$ cat config.mk
export PLATFORM = sky130hd
export DESIGN_NAME = force_to_torque_current_controller_top
export DESIGN_NICKNAME = d
export VERILOG_FILES = /design/src/hdl/ftc_pkg.sv /design/src/hdl/ftc_window.sv /design/src/hdl/ftc_divider.sv /design/src/hdl/ftc_serial_mul.sv /design/src/hdl/force_to_torque_current_controller_top.sv
export SDC_FILE = /design/constraint.sdc
export NUM_CORES = 2
export LEC_CHECK = 0
export BUFFER_PORTS_ARGS = -buffer_cell sky130_fd_sc_hd__buf_2
export CAP_MARGIN = 20
export CORE_MARGIN = 5
export CORE_UTILIZATION = 65
export CTS_CLUSTER_DIAMETER = 200
export DETAILED_ROUTE_END_ITERATION = 8
export PLACE_DENSITY_LB_ADDON = 0.1
export SYNTH_ARGS = -nofsm -noshare
export SYNTH_HDL_FRONTEND = slang
export SYNTH_SLANG_ARGS = --single-unit
$ cat constraint.sdc
create_clock -name clk -period 15 [get_ports clk]
set_clock_uncertainty 0.15 [all_clocks]
set_input_delay 3 -clock clk [delete_from_list [all_inputs] [get_ports clk]]
set_output_delay 3 -clock clk [all_outputs]
set_load 0.005 [all_outputs]
$ cat src/hdl/ftc_pkg.sv
// ----------------------------------------------------------------------------
// Force-to-torque controller package
// Shared types, register indexes, opcodes, fixed-point constants and the
// quarter-wave sine table used by the force-to-torque current controller.
// ----------------------------------------------------------------------------
`default_nettype none

package ftc_pkg;

    // Field widths and payload types
    localparam int FORCE_W = 16;
    localparam int CFG_IDX_W = 3;
    localparam int CFG_DATA_W = 16;

    typedef logic signed [FORCE_W-1:0] q78_t;
    typedef logic signed [15:0]        angle_t;
    typedef logic signed [15:0]        iq_t;
    typedef logic signed [15:0]        sin_q14_t;
    typedef logic [CFG_IDX_W-1:0]      cfg_index_t;
    typedef logic [CFG_DATA_W-1:0]     cfg_data_t;

    // Opcodes of an input item
    localparam logic OP_SAMPLE = 1'b0;
    localparam logic OP_TICK   = 1'b1;

    // Configuration register indexes
    localparam cfg_index_t CFG_TARE_FORCE      = 3'd0;
    localparam cfg_index_t CFG_ARM_MASS        = 3'd1;
    localparam cfg_index_t CFG_GRAVITY_LENGTH  = 3'd2;
    localparam cfg_index_t CFG_INV_TORQUE_GAIN = 3'd3;
    localparam cfg_index_t CFG_MAX_CURRENT     = 3'd4;

    // Configuration reset values
    localparam logic signed [15:0] TARE_FORCE_RST  = 16'sd0;
    localparam logic [14:0]        ARM_MASS_RST    = 15'd256;
    localparam logic [15:0]        GRAVITY_LEN_RST = 16'd2512;
    localparam logic [15:0]        INV_GAIN_RST    = 16'd256;
    localparam logic [14:0]        MAX_CURRENT_RST = 15'd2000;

    // Fixed-point constants
    localparam int ACCEPT_BAND = 256;     // 1 kg in Q7.8
    localparam int STEP_LIMIT  = 128;     // 0.5 kg in Q7.8
    localparam int BACKOFF     = 77;      // 0.3 kg in Q7.8
    localparam int ONE_Q14     = 16384;
    localparam int ROUND_Q14   = 8192;
    localparam int ANGLE_MOD   = 360;
    localparam int ANGLE_BIAS  = 33120;   // 92 turns, makes any angle positive
    localparam int IQ_SHIFT    = 38;
    localparam int Q78_MAX     = 32767;
    localparam int Q78_MIN     = -32768;

    // Shift-add multiplier geometry
    localparam int MUL_A_W = 18;
    localparam int MUL_B_W = 48;

    // Sine in Q1.14 over 0..90 degrees
    localparam logic [14:0] SIN_TABLE [0:90] = '{
        15'd0,     15'd286,   15'd572,   15'd857,   15'd1143,  15'd1428,  15'd1713,
        15'd1997,  15'd2280,  15'd2563,  15'd2845,  15'd3126,  15'd3406,  15'd3686,
        15'd3964,  15'd4240,  15'd4516,  15'd4790,  15'd5063,  15'd5334,  15'd5604,
        15'd5872,  15'd6138,  15'd6402,  15'd6664,  15'd6924,  15'd7182,  15'd7438,
        15'd7692,  15'd7943,  15'd8192,  15'd8438,  15'd8682,  15'd8923,  15'd9162,
        15'd9397,  15'd9630,  15'd9860,  15'd10087, 15'd10311, 15'd10531, 15'd10749,
        15'd10963, 15'd11174, 15'd11381, 15'd11585, 15'd11786, 15'd11982, 15'd12176,
        15'd12365, 15'd12551, 15'd12733, 15'd12911, 15'd13085, 15'd13255, 15'd13421,
        15'd13583, 15'd13741, 15'd13894, 15'd14044, 15'd14189, 15'd14330, 15'd14466,
        15'd14598, 15'd14726, 15'd14849, 15'd14968, 15'd15082, 15'd15191, 15'd15296,
        15'd15396, 15'd15491, 15'd15582, 15'd15668, 15'd15749, 15'd15826, 15'd15897,
        15'd15964, 15'd16026, 15'd16083, 15'd16135, 15'd16182, 15'd16225, 15'd16262,
        15'd16294, 15'd16322, 15'd16344, 15'd16362, 15'd16374, 15'd16382, 15'd16384
    };

    // Sine of an angle already reduced to 0..359 degrees, mirrored per quadrant
    function automatic sin_q14_t sin_lookup(input logic [8:0] deg);
        logic [6:0]  idx;
        logic        neg;
        logic [15:0] mag;
        priority if (deg <= 9'd90)
        begin
            idx = deg[6:0];
            neg = 1'b0;
        end
        else if (deg <= 9'd180)
        begin
            idx = 7'(9'd180 - deg);
            neg = 1'b0;
        end
        else if (deg <= 9'd270)
        begin
            idx = 7'(deg - 9'd180);
            neg = 1'b1;
        end
        else
        begin
            idx = 7'(9'd360 - deg);
            neg = 1'b1;
        end
        mag = {1'b0, SIN_TABLE[idx]};
        return neg ? -$signed(mag) : $signed(mag);
    endfunction

endpackage

`default_nettype wire

$ cat src/hdl/ftc_window.sv
// ----------------------------------------------------------------------------
// Force window
// Jump gate on incoming force samples and a ring window of held values with
// a running sum that is kept up to date on every sample item.
// ----------------------------------------------------------------------------
`default_nettype none

module ftc_window #(
    parameter int WINDOW_LEN = 15,
    parameter int SUM_W      = 20
) (
    input  wire logic               clk,
    input  wire logic               rst_n,
    input  wire logic               sample_valid,
    input  wire ftc_pkg::q78_t      sample,
    output logic signed [SUM_W-1:0] window_sum
);
    import ftc_pkg::*;

    localparam int IDX_W  = (WINDOW_LEN > 1) ? $clog2(WINDOW_LEN) : 1;
    localparam int DIFF_W = FORCE_W + 1;
    localparam logic signed [DIFF_W-1:0] BAND_HI = DIFF_W'(ACCEPT_BAND);
    localparam logic signed [DIFF_W-1:0] BAND_LO = -BAND_HI;

    q78_t                     accepted_reg;
    q78_t                     window_reg [WINDOW_LEN];
    logic [IDX_W-1:0]         idx_reg;
    logic signed [SUM_W-1:0]  sum_reg;

    logic signed [DIFF_W-1:0] diff;
    q78_t                     accepted_next;
    logic [IDX_W-1:0]         idx_next;
    logic signed [SUM_W-1:0]  sum_next;

    // A sample within the band replaces the held value, otherwise it is held
    always_comb
    begin
        diff          = DIFF_W'(sample) - DIFF_W'(accepted_reg);
        accepted_next = (diff > BAND_LO && diff < BAND_HI) ? sample : accepted_reg;
        sum_next      = sum_reg + SUM_W'(accepted_next) - SUM_W'(window_reg[idx_reg]);
        if (idx_reg == IDX_W'(WINDOW_LEN - 1))
            idx_next = '0;
        else
            idx_next = idx_reg + 1'b1;
    end

    // Window entries, write pointer and running sum
    always_ff @(posedge clk or negedge rst_n)
    begin
        if (!rst_n)
        begin
            accepted_reg <= '0;
            idx_reg      <= '0;
            sum_reg      <= '0;
            for (int i = 0; i < WINDOW_LEN; i++)
                window_reg[i] <= '0;
        end
        else if (sample_valid)
        begin
            accepted_reg        <= accepted_next;
            idx_reg             <= idx_next;
            sum_reg             <= sum_next;
            window_reg[idx_reg] <= accepted_next;
        end
    end

    assign window_sum = sum_reg;

endmodule

`default_nettype wire

$ cat src/hdl/ftc_divider.sv
// ----------------------------------------------------------------------------
// Serial divider by a constant
// Restoring division of an unsigned dividend by a fixed divisor, one
// quotient bit per cycle, giving both quotient and remainder.
// ----------------------------------------------------------------------------
`default_nettype none

module ftc_divider #(
    parameter int N_W     = 16,
    parameter int DIVISOR = 360
) (
    input  wire logic                        clk,
    input  wire logic                        rst_n,
    input  wire logic                        start,
    input  wire logic [N_W-1:0]              dividend,
    output logic                             done,
    output logic [N_W-1:0]                   quotient,
    output logic [$clog2(DIVISOR)-1:0]       remainder
);
    localparam int R_W   = $clog2(DIVISOR);
    localparam int CNT_W = $clog2(N_W);
    localparam logic [R_W:0] DIV_K = (R_W + 1)'(DIVISOR);

    logic             busy_reg;
    logic             done_reg;
    logic [CNT_W-1:0] cnt_reg;
    logic [N_W-1:0]   q_reg;
    logic [R_W-1:0]   r_reg;

    logic [R_W:0]     trial;
    logic             fits;
    logic             last;

    // One restoring step: bring down the next bit and subtract if it fits
    always_comb
    begin
        trial = {r_reg, q_reg[N_W-1]};
        fits  = (trial >= DIV_K);
        last  = (cnt_reg == CNT_W'(N_W - 1));
    end

    // Sequencing
    always_ff @(posedge clk or negedge rst_n)
    begin
        if (!rst_n)
        begin
            busy_reg <= 1'b0;
            done_reg <= 1'b0;
            cnt_reg  <= '0;
        end
        else if (start)
        begin
            busy_reg <= 1'b1;
            done_reg <= 1'b0;
            cnt_reg  <= '0;
        end
        else if (busy_reg)
        begin
            cnt_reg <= cnt_reg + 1'b1;
            if (last)
            begin
                busy_reg <= 1'b0;
                done_reg <= 1'b1;
            end
        end
    end

    // Quotient and partial remainder shift registers
    always_ff @(posedge clk)
    begin
        if (start)
        begin
            q_reg <= dividend;
            r_reg <= '0;
        end
        else if (busy_reg)
        begin
            q_reg <= {q_reg[N_W-2:0], fits};
            r_reg <= fits ? R_W'(trial - DIV_K) : trial[R_W-1:0];
        end
    end

    assign done      = done_reg;
    assign quotient  = q_reg;
    assign remainder = r_reg;

endmodule

`default_nettype wire

$ cat src/hdl/ftc_serial_mul.sv
// ----------------------------------------------------------------------------
// Serial multiplier
// Signed shift-add multiplier that takes one bit of the serial operand per
// cycle; the last bit carries negative weight.
// ----------------------------------------------------------------------------
`default_nettype none

module ftc_serial_mul #(
    parameter int A_W = 18,
    parameter int B_W = 48
) (
    input  wire logic                      clk,
    input  wire logic                      rst_n,
    input  wire logic                      start,
    input  wire logic signed [A_W-1:0]     a,
    input  wire logic signed [B_W-1:0]     b,
    output logic                           done,
    output logic signed [A_W+B_W-1:0]      product
);
    localparam int CNT_W = $clog2(B_W);

    logic                  busy_reg;
    logic                  done_reg;
    logic [CNT_W-1:0]      cnt_reg;
    logic signed [A_W-1:0] a_reg;
    logic signed [A_W:0]   hi_reg;
    logic [B_W-1:0]        lo_reg;

    logic                  last;
    logic signed [A_W:0]   a_ext;
    logic signed [A_W:0]   addend;
    logic signed [A_W:0]   acc;

    // Add or, on the sign bit, subtract the multiplicand
    always_comb
    begin
        last  = (cnt_reg == CNT_W'(B_W - 1));
        a_ext = (A_W + 1)'(a_reg);
        if (!lo_reg[0])
            addend = '0;
        else if (last)
            addend = -a_ext;
        else
            addend = a_ext;
        acc = hi_reg + addend;
    end

    // Sequencing
    always_ff @(posedge clk or negedge rst_n)
    begin
        if (!rst_n)
        begin
            busy_reg <= 1'b0;
            done_reg <= 1'b0;
            cnt_reg  <= '0;
        end
        else if (start)
        begin
            busy_reg <= 1'b1;
            done_reg <= 1'b0;
            cnt_reg  <= '0;
        end
        else if (busy_reg)
        begin
            cnt_reg <= cnt_reg + 1'b1;
            if (last)
            begin
                busy_reg <= 1'b0;
                done_reg <= 1'b1;
            end
        end
    end

    // Partial product shifts right one bit per step
    always_ff @(posedge clk)
    begin
        if (start)
        begin
            a_reg  <= a;
            hi_reg <= '0;
            lo_reg <= b;
        end
        else if (busy_reg)
        begin
            hi_reg <= acc >>> 1;
            lo_reg <= {acc[0], lo_reg[B_W-1:1]};
        end
    end

    assign done    = done_reg;
    assign product = $signed({hi_reg[A_W-1:0], lo_reg});

endmodule

`default_nettype wire

$ cat src/hdl/force_to_torque_current_controller_top.sv
// ----------------------------------------------------------------------------
// Force-to-torque current controller
// A force sample item is absorbed while the sequencer is idle and samples may follow back to back.
// A control tick item runs the angle and average dividers (one bit per cycle), then
// four passes of the shared shift-add multiplier; the next item is taken once the
// result is registered, or later still while an earlier result waits. One tick is
// in work at a time.
// Asynchronous active-low reset clears the window, state and registers to defaults.
// ----------------------------------------------------------------------------
`default_nettype none

module force_to_torque_current_controller_top #(
    parameter int WINDOW_LEN = 15
) (
    input  wire logic                clk,
    input  wire logic                rst_n,
    // Command channel
    input  wire logic                cmd_valid,
    output logic                     cmd_ready,
    input  wire logic                opcode,
    input  wire ftc_pkg::q78_t       force_sample,
    input  wire ftc_pkg::angle_t     angle_deg,
    // Result channel
    output logic                     res_valid,
    input  wire logic                res_ready,
    output ftc_pkg::iq_t             iq_command,
    output ftc_pkg::q78_t            limited_effort,
    // Configuration write port
    input  wire logic                cfg_we,
    input  wire ftc_pkg::cfg_index_t cfg_index,
    input  wire ftc_pkg::cfg_data_t  cfg_data
);
    import ftc_pkg::*;

    localparam int SUM_W   = FORCE_W + $clog2(WINDOW_LEN + 1);
    localparam int NUM_W   = $clog2(2 * WINDOW_LEN) + 17;
    localparam int ANG_W   = 17;
    localparam int ANG_R_W = $clog2(ANGLE_MOD);
    localparam int P_W     = MUL_A_W + MUL_B_W;
    localparam int WIDE_W  = 21;
    localparam int IQ_W    = 26;

    typedef enum logic [2:0] {
        ST_IDLE,
        ST_DIV,
        ST_MUL_TARE,
        ST_MUL_ARM,
        ST_MUL_GL,
        ST_MUL_GAIN,
        ST_OUT
    } state_t;

    // Saturate a widened value to Q7.8
    function automatic q78_t sat_q78(input logic signed [WIDE_W-1:0] v);
        if (v > WIDE_W'(Q78_MAX))
            return FORCE_W'(Q78_MAX);
        else if (v < WIDE_W'(Q78_MIN))
            return FORCE_W'(Q78_MIN);
        else
            return v[FORCE_W-1:0];
    endfunction

    // Configuration registers
    logic signed [15:0] tare_reg;
    logic [14:0]        arm_mass_reg;
    logic [15:0]        gl_reg;
    logic [15:0]        inv_gain_reg;
    logic [14:0]        max_current_reg;

    // Sequencer and datapath registers
    state_t                     state_reg;
    logic                       go_reg;
    sin_q14_t                   s_reg;
    q78_t                       effort_reg;
    q78_t                       prev_reg;
    logic signed [31:0]         inner_reg;
    logic signed [MUL_B_W-1:0]  torque_reg;
    iq_t                        iq_reg;
    logic                       res_valid_reg;
    iq_t                        res_iq_reg;
    q78_t                       res_effort_reg;

    // Handshake decode
    logic sample_accept;
    logic tick_accept;

    // Window and divider signals
    logic signed [SUM_W-1:0] window_sum;
    logic signed [NUM_W:0]   sum_ext;
    logic signed [NUM_W:0]   avg_num_wide;
    logic [NUM_W-1:0]        avg_num;
    logic signed [16:0]      angle_wide;
    logic                    div_ang_done;
    logic                    div_avg_done;
    logic [ANG_W-1:0]        ang_q_unused;
    logic [ANG_R_W-1:0]      ang_rem;
    logic [NUM_W-1:0]        avg_q;
    logic [$clog2(2 * WINDOW_LEN)-1:0] avg_rem_unused;

    // Multiplier signals
    logic                      mul_done;
    logic                      mul_ready;
    logic signed [MUL_A_W-1:0] mul_a;
    logic signed [MUL_B_W-1:0] mul_b;
    logic signed [P_W-1:0]     mul_p;
    logic [16:0]               one_minus_sin;

    // Tick arithmetic
    logic signed [33:0]       tare_round;
    logic signed [19:0]       tare_term;
    q78_t                     avg;
    logic signed [WIDE_W-1:0] cur_wide;
    q78_t                     cur;
    logic signed [16:0]       step;
    q78_t                     effort_next;
    logic signed [31:0]       inner_next;
    logic signed [63:0]       prod;
    logic signed [IQ_W-1:0]   iq_trunc;
    logic signed [IQ_W-1:0]   lim;
    iq_t                      iq_next;

    assign cmd_ready     = (state_reg == ST_IDLE);
    assign sample_accept = cmd_valid && cmd_ready && (opcode == OP_SAMPLE);
    assign tick_accept   = cmd_valid && cmd_ready && (opcode == OP_TICK);

    // Configuration writes
    always_ff @(posedge clk or negedge rst_n)
    begin
        if (!rst_n)
        begin
            tare_reg        <= TARE_FORCE_RST;
            arm_mass_reg    <= ARM_MASS_RST;
            gl_reg          <= GRAVITY_LEN_RST;
            inv_gain_reg    <= INV_GAIN_RST;
            max_current_reg <= MAX_CURRENT_RST;
        end
        else if (cfg_we)
        begin
            unique case (cfg_index)
                CFG_TARE_FORCE:      tare_reg        <= $signed(cfg_data);
                CFG_ARM_MASS:        arm_mass_reg    <= cfg_data[14:0];
                CFG_GRAVITY_LENGTH:  gl_reg          <= cfg_data;
                CFG_INV_TORQUE_GAIN: inv_gain_reg    <= cfg_data;
                CFG_MAX_CURRENT:     max_current_reg <= cfg_data[14:0];
                default:             ;
            endcase
        end
    end

    // Sample gate and ring window
    ftc_window #(
        .WINDOW_LEN (WINDOW_LEN),
        .SUM_W      (SUM_W)
    ) u_window (
        .clk          (clk),
        .rst_n        (rst_n),
        .sample_valid (sample_accept),
        .sample       (force_sample),
        .window_sum   (window_sum)
    );

    // Dividends: biased angle and the rounded, biased average numerator
    always_comb
    begin
        angle_wide   = 17'(angle_deg) + 17'(ANGLE_BIAS);
        sum_ext      = (NUM_W + 1)'(window_sum);
        avg_num_wide = sum_ext + sum_ext + (NUM_W + 1)'(WINDOW_LEN)
                     + (NUM_W + 1)'(2 * WINDOW_LEN * 65536);
        avg_num      = avg_num_wide[NUM_W-1:0];
    end

    ftc_divider #(
        .N_W     (ANG_W),
        .DIVISOR (ANGLE_MOD)
    ) u_div_angle (
        .clk       (clk),
        .rst_n     (rst_n),
        .start     (tick_accept),
        .dividend  (angle_wide[ANG_W-1:0]),
        .done      (div_ang_done),
        .quotient  (ang_q_unused),
        .remainder (ang_rem)
    );

    ftc_divider #(
        .N_W     (NUM_W),
        .DIVISOR (2 * WINDOW_LEN)
    ) u_div_avg (
        .clk       (clk),
        .rst_n     (rst_n),
        .start     (tick_accept),
        .dividend  (avg_num),
        .done      (div_avg_done),
        .quotient  (avg_q),
        .remainder (avg_rem_unused)
    );

    // Multiplier operand selection per pass
    always_comb
    begin
        one_minus_sin = 17'(ONE_Q14) - 17'(s_reg);
        unique case (state_reg)
            ST_MUL_TARE:
            begin
                mul_a = $signed({1'b0, one_minus_sin});
                mul_b = MUL_B_W'(tare_reg);
            end
            ST_MUL_ARM:
            begin
                mul_a = MUL_A_W'(s_reg);
                mul_b = $signed(MUL_B_W'(arm_mass_reg));
            end
            ST_MUL_GL:
            begin
                mul_a = $signed(MUL_A_W'(gl_reg));
                mul_b = MUL_B_W'(inner_reg);
            end
            ST_MUL_GAIN:
            begin
                mul_a = $signed(MUL_A_W'(inv_gain_reg));
                mul_b = torque_reg;
            end
            default:
            begin
                mul_a = '0;
                mul_b = '0;
            end
        endcase
    end

    ftc_serial_mul #(
        .A_W (MUL_A_W),
        .B_W (MUL_B_W)
    ) u_mul (
        .clk     (clk),
        .rst_n   (rst_n),
        .start   (go_reg),
        .a       (mul_a),
        .b       (mul_b),
        .done    (mul_done),
        .product (mul_p)
    );

    assign mul_ready = mul_done && !go_reg;

    // Tare removal, step limit and the current command
    always_comb
    begin
        tare_round = $signed(mul_p[33:0]) + 34'(ROUND_Q14);
        tare_term  = tare_round[33:14];
        avg        = $signed(avg_q[FORCE_W-1:0]);
        cur_wide   = WIDE_W'(avg) - WIDE_W'(tare_term);
        cur        = sat_q78(cur_wide);
        step       = 17'(cur) - 17'(prev_reg);
        if (step > -17'(STEP_LIMIT) && step < 17'(STEP_LIMIT))
            effort_next = cur;
        else if (step >= 17'(STEP_LIMIT))
            effort_next = sat_q78(WIDE_W'(prev_reg) - WIDE_W'(BACKOFF));
        else
            effort_next = sat_q78(WIDE_W'(prev_reg) + WIDE_W'(BACKOFF));

        inner_next = (32'(effort_reg) <<< 14) + $signed(mul_p[31:0]);

        // Truncate toward zero, then clamp keeping the sign
        prod     = mul_p[63:0];
        iq_trunc = $signed(prod[63:IQ_SHIFT])
                 + IQ_W'(prod[63] && (prod[IQ_SHIFT-1:0] != '0));
        lim      = IQ_W'(max_current_reg);
        if (iq_trunc > lim)
            iq_next = 16'(lim);
        else if (iq_trunc < -lim)
            iq_next = 16'(-lim);
        else
            iq_next = iq_trunc[15:0];
    end

    // Tick sequencer and result register
    always_ff @(posedge clk or negedge rst_n)
    begin
        if (!rst_n)
        begin
            state_reg      <= ST_IDLE;
            go_reg         <= 1'b0;
            s_reg          <= '0;
            effort_reg     <= '0;
            prev_reg       <= '0;
            inner_reg      <= '0;
            torque_reg     <= '0;
            iq_reg         <= '0;
            res_valid_reg  <= 1'b0;
            res_iq_reg     <= '0;
            res_effort_reg <= '0;
        end
        else
        begin
            // A multiplier pass starts after the dividers and after each pass
            // but the last.
            go_reg <= ((state_reg == ST_DIV) && div_ang_done && div_avg_done)
                   || (mul_ready && ((state_reg == ST_MUL_TARE)
                                  || (state_reg == ST_MUL_ARM)
                                  || (state_reg == ST_MUL_GL)));

            // The result register fills from the last state and empties on
            // acceptance.
            if ((state_reg == ST_OUT) && (!res_valid_reg || res_ready))
                res_valid_reg <= 1'b1;
            else if (res_valid_reg && res_ready)
                res_valid_reg <= 1'b0;

            unique case (state_reg)
                ST_IDLE:
                begin
                    if (tick_accept)
                        state_reg <= ST_DIV;
                end
                ST_DIV:
                begin
                    if (div_ang_done && div_avg_done)
                    begin
                        s_reg     <= sin_lookup(ang_rem);
                        state_reg <= ST_MUL_TARE;
                    end
                end
                ST_MUL_TARE:
                begin
                    if (mul_ready)
                    begin
                        effort_reg <= effort_next;
                        prev_reg   <= cur;
                        state_reg  <= ST_MUL_ARM;
                    end
                end
                ST_MUL_ARM:
                begin
                    if (mul_ready)
                    begin
                        inner_reg <= inner_next;
                        state_reg <= ST_MUL_GL;
                    end
                end
                ST_MUL_GL:
                begin
                    if (mul_ready)
                    begin
                        torque_reg <= mul_p[MUL_B_W-1:0];
                        state_reg  <= ST_MUL_GAIN;
                    end
                end
                ST_MUL_GAIN:
                begin
                    if (mul_ready)
                    begin
                        iq_reg    <= iq_next;
                        state_reg <= ST_OUT;
                    end
                end
                ST_OUT:
                begin
                    if (!res_valid_reg || res_ready)
                    begin
                        res_iq_reg     <= iq_reg;
                        res_effort_reg <= effort_reg;
                        state_reg      <= ST_IDLE;
                    end
                end
                default:
                begin
                    state_reg <= ST_IDLE;
                end
            endcase
        end
    end

    assign res_valid      = res_valid_reg;
    assign iq_command     = res_iq_reg;
    assign limited_effort = res_effort_reg;

endmodule

`default_nettype wire

==> impl_metrics.toml <==
[timing]
min_period_ps = 9750
hold_viol_final = 0
finalSetupViolations = 0
timing.fmax_mhz = 103
fin_crit_sh_pct = 65.0
grt_setup_unrepaired = "no"
relSlewSlack_pct = 25.2
worstMarginPinSlew_ps = 1110
drv_slew = 0
whs_ps = 322
finalSetupTns_ps = 0

[clocking]
cts_resized = 0
root_buffer = "clkbuf_16"
numCtsBuffers = 74
htreeDepth = 3
clk_path_buf_depth = 3
clk_pin_slew_ps = 60
clk_latency_ps = 630
postCtsSetupBuffers = 0
cts_hold_buffers = 0
clock_sinks = 698
cts_tree = "built"

[worst_setup_path]
critPathSlowestCell = "fa_1"
start_kind = "input port"
cp_slowest_stage_delay_ps = 600
critical_path_class = "in2reg"
endpoint_kind = "flip-flop"
required_ps = 15340
critPathArrivalTime_ps = 10090
cp_max_fo = 32

[logic_synthesis]
syn-num-nets = 4763
async_reset_ff_share_pct = 80.4
yosysSeqAreaShare_pct = 42.3
synth_edf_count = 105
synth_cells = 4498
synth_seq_cells = 698
syn_area_per_cell_um2 = 9.39
synth.cell_area_um2 = 42200
yosys_warnings = 0
ys_dominant_reg_cell = "dfrtp_1"
yosysUniqueCellTypes = 110

[global_route]
grt_usage_pct = 30.3
antenna_found_initial = 0
grt_pass1_vias = 32403
grt_pass1_wl_mm = 175
grt_overflow_total = 0
grt_start_max_net_pins = 189

[layout]
layout_common_cells = "nand2_1, dfrtp_1, o21ai_0"
syn_to_final_growth_pct = 9.10
antenna_cells = 0
final_common_cell = "nand2_1"
fin_nets = 4747
largest_reg_flops = 240
final_layout_size_suffix_gt1_share_pct = 13.2
final_cells = 5397

[pwr]
p_clk_share_pct = 47.1
p_switching_uw = 955
ir_worst_vdd_mv = 0.0932
p_sw_share_pct = 22.9
internal_power_mw = 3.21
leakagePower_nw = 19.8
pwr-share-comb_pct = 4.8
p_seq_share_pct = 48.0
power_density_nw_per_um2 = 90.4

[status]
status = "finished, final reports clean"

[place]
dp.cells = 5257
dp_hpwl_mm = 73.6
io_buffers = 90
routabilityCongestion = 0.975

[detailed_routing]
drtAntennaViolNets = 0
drc_errors = 0
drt_iter0_markers = 2868
routedWlPerCell_um = 20.1
vias_per_cell = 6.30
vias = 34028
dr.pass1.iters = 6
drt-total-wl_mm = 109

[floorplanning]
die_h_um = 265
initial_core_util_pct = 65.5
fp-row-count = 93
die_w_um = 265
io_pins = 91
coreArea_um2 = 64500
dieArea_um2 = 70200

[job]
drv_cap = 0

[worst_hold_path]
min_path_type = "reg2reg"
## cell families (layout without fill, tap and decap cells)
| group | Yosys count | in the layout | share of synthesized area, % |
|---|---|---|---|
| fa+ha+maj | 210 | 210 | 6.65 |
| mux | 302 | 302 | 9.51 |
| xor+xnor | 241 | 241 | 5.00 |
| compound gates | 1209 | 1209 | 17.2 |
| flops | 698 | 698 | 42.3 |
| simple gates | 1347 | 1347 | 14.8 |
| buf+inv | 491 | 535 | 4.57 |
## worst max-delay path: cells and delay by family
family                     cells  cell delay, ps
AOI/OAI and AO/OA             14            2870
adders and majority gates      4            1490
and+or+nand+nor                4            1200
buffers and inverters          5             810
xor gates and xnor gates       3             390
muxes                          2             300
## synth_stat cells (28+ instances only)
| library cell | instances | area share, % |
|---|---|---|
| nor2_1 | 234 | 2.1 |
| o21ai_1 | 51 | 0.60 |
| nand2_1 | 622 | 5.5 |
| clkbuf_1 | 210 | 1.9 |
| xor2_1 | 71 | 1.5 |
| nand3_1 | 97 | 1.1 |
| a31oi_1 | 44 | 0.65 |
| nor4_1 | 34 | 0.50 |
| edfxtp_1 | 105 | 7.5 |
| inv_1 | 221 | 2.0 |
| o22ai_1 | 52 | 0.77 |
| dfxtp_1 | 32 | 1.5 |
| nor2b_1 | 33 | 0.49 |
| o211ai_1 | 30 | 0.53 |
| dfrtp_1 | 548 | 32 |
| o31ai_1 | 28 | 0.50 |
| o21ai_0 | 505 | 6.0 |
| a21oi_1 | 227 | 2.7 |
| nor3_1 | 96 | 1.1 |
| and2_1 | 29 | 0.43 |
| nand2b_1 | 30 | 0.44 |
| ha_1 | 183 | 5.4 |
| xnor2_1 | 170 | 3.5 |
| nand4_1 | 42 | 0.62 |
| or3_1 | 30 | 0.44 |
| a21o_1 | 38 | 0.68 |
| mux2_2 | 147 | 3.9 |
| o21a_1 | 33 | 0.59 |
| buf_2 | 29 | 0.34 |
| mux2i_1 | 89 | 2.1 |
| mux4_2 | 64 | 3.4 |
## per-layer routing
metal  global-route usage, %  wire length (um)  up-vias
met1                    43.3             47100    16515
met4                    8.18              2700        0
li1                        -                 -    16040
met3                    4.96              7990      209
met5                       0                 0        -
met2                    48.9             50800     1264
## through the flow
stage	total power, mW	area, um^2	utilization [%]	setup slack [ps]
final	4.17	46100	71.5	5250
after detailed placement	2.24	43400	67.3	4700
after CTS	4.20	46000	71.4	5340
after global placement	2.23	43400	67.3	4970
after floorplan	2.15	42200	-	5530
after global routing	4.31	46100	71.5	4800
## cell type report
cell class | instances | area, um^2
clock buffer | 98 | 2100
clock inverter | 38 | 538
fill | 4946 | 18400
inverter | 228 | 856
multi-input combinational | 3309 | 22600
sequential | 698 | 17900
tap | 855 | 1070
timing repair buffer | 171 | 1100
## worst paths after layout
check	endpoint	depth (start not counted)	startpoint	slack (ps)
max	u_window.window_sum[19]$_DFFE_PN0P_	32	force_sample[0]	5250
min	iq_reg[0]$_DFFE_PN0P_	2	iq_reg[0]$_DFFE_PN0P_	320
max reg2reg	effort_reg[11]$_DFFE_PN0P_	29	u_mul.lo_reg[14]$_DFFE_PP_	6220
min reg2reg	iq_reg[0]$_DFFE_PN0P_	2	iq_reg[0]$_DFFE_PN0P_	320
max in group asynchronous	go_reg$_DFF_PN0_	3	rst_n	10030
min in group asynchronous	prev_reg[15]$_DFFE_PN0P_	1	rst_n	2280
## power groups by stage
stage	Combinational (mW)	Clock, mW	Sequential, mW
2_1_floorplan	0.122	0	2.03
3_3_place_gp	0.195	0	2.03
3_5_place_dp	0.200	0	2.04
4_1_cts	0.203	1.99	2.00
5_1_grt	0.227	2.07	2.01
6_report	0.202	1.97	2.00
(Power assumes the default switching activity.)
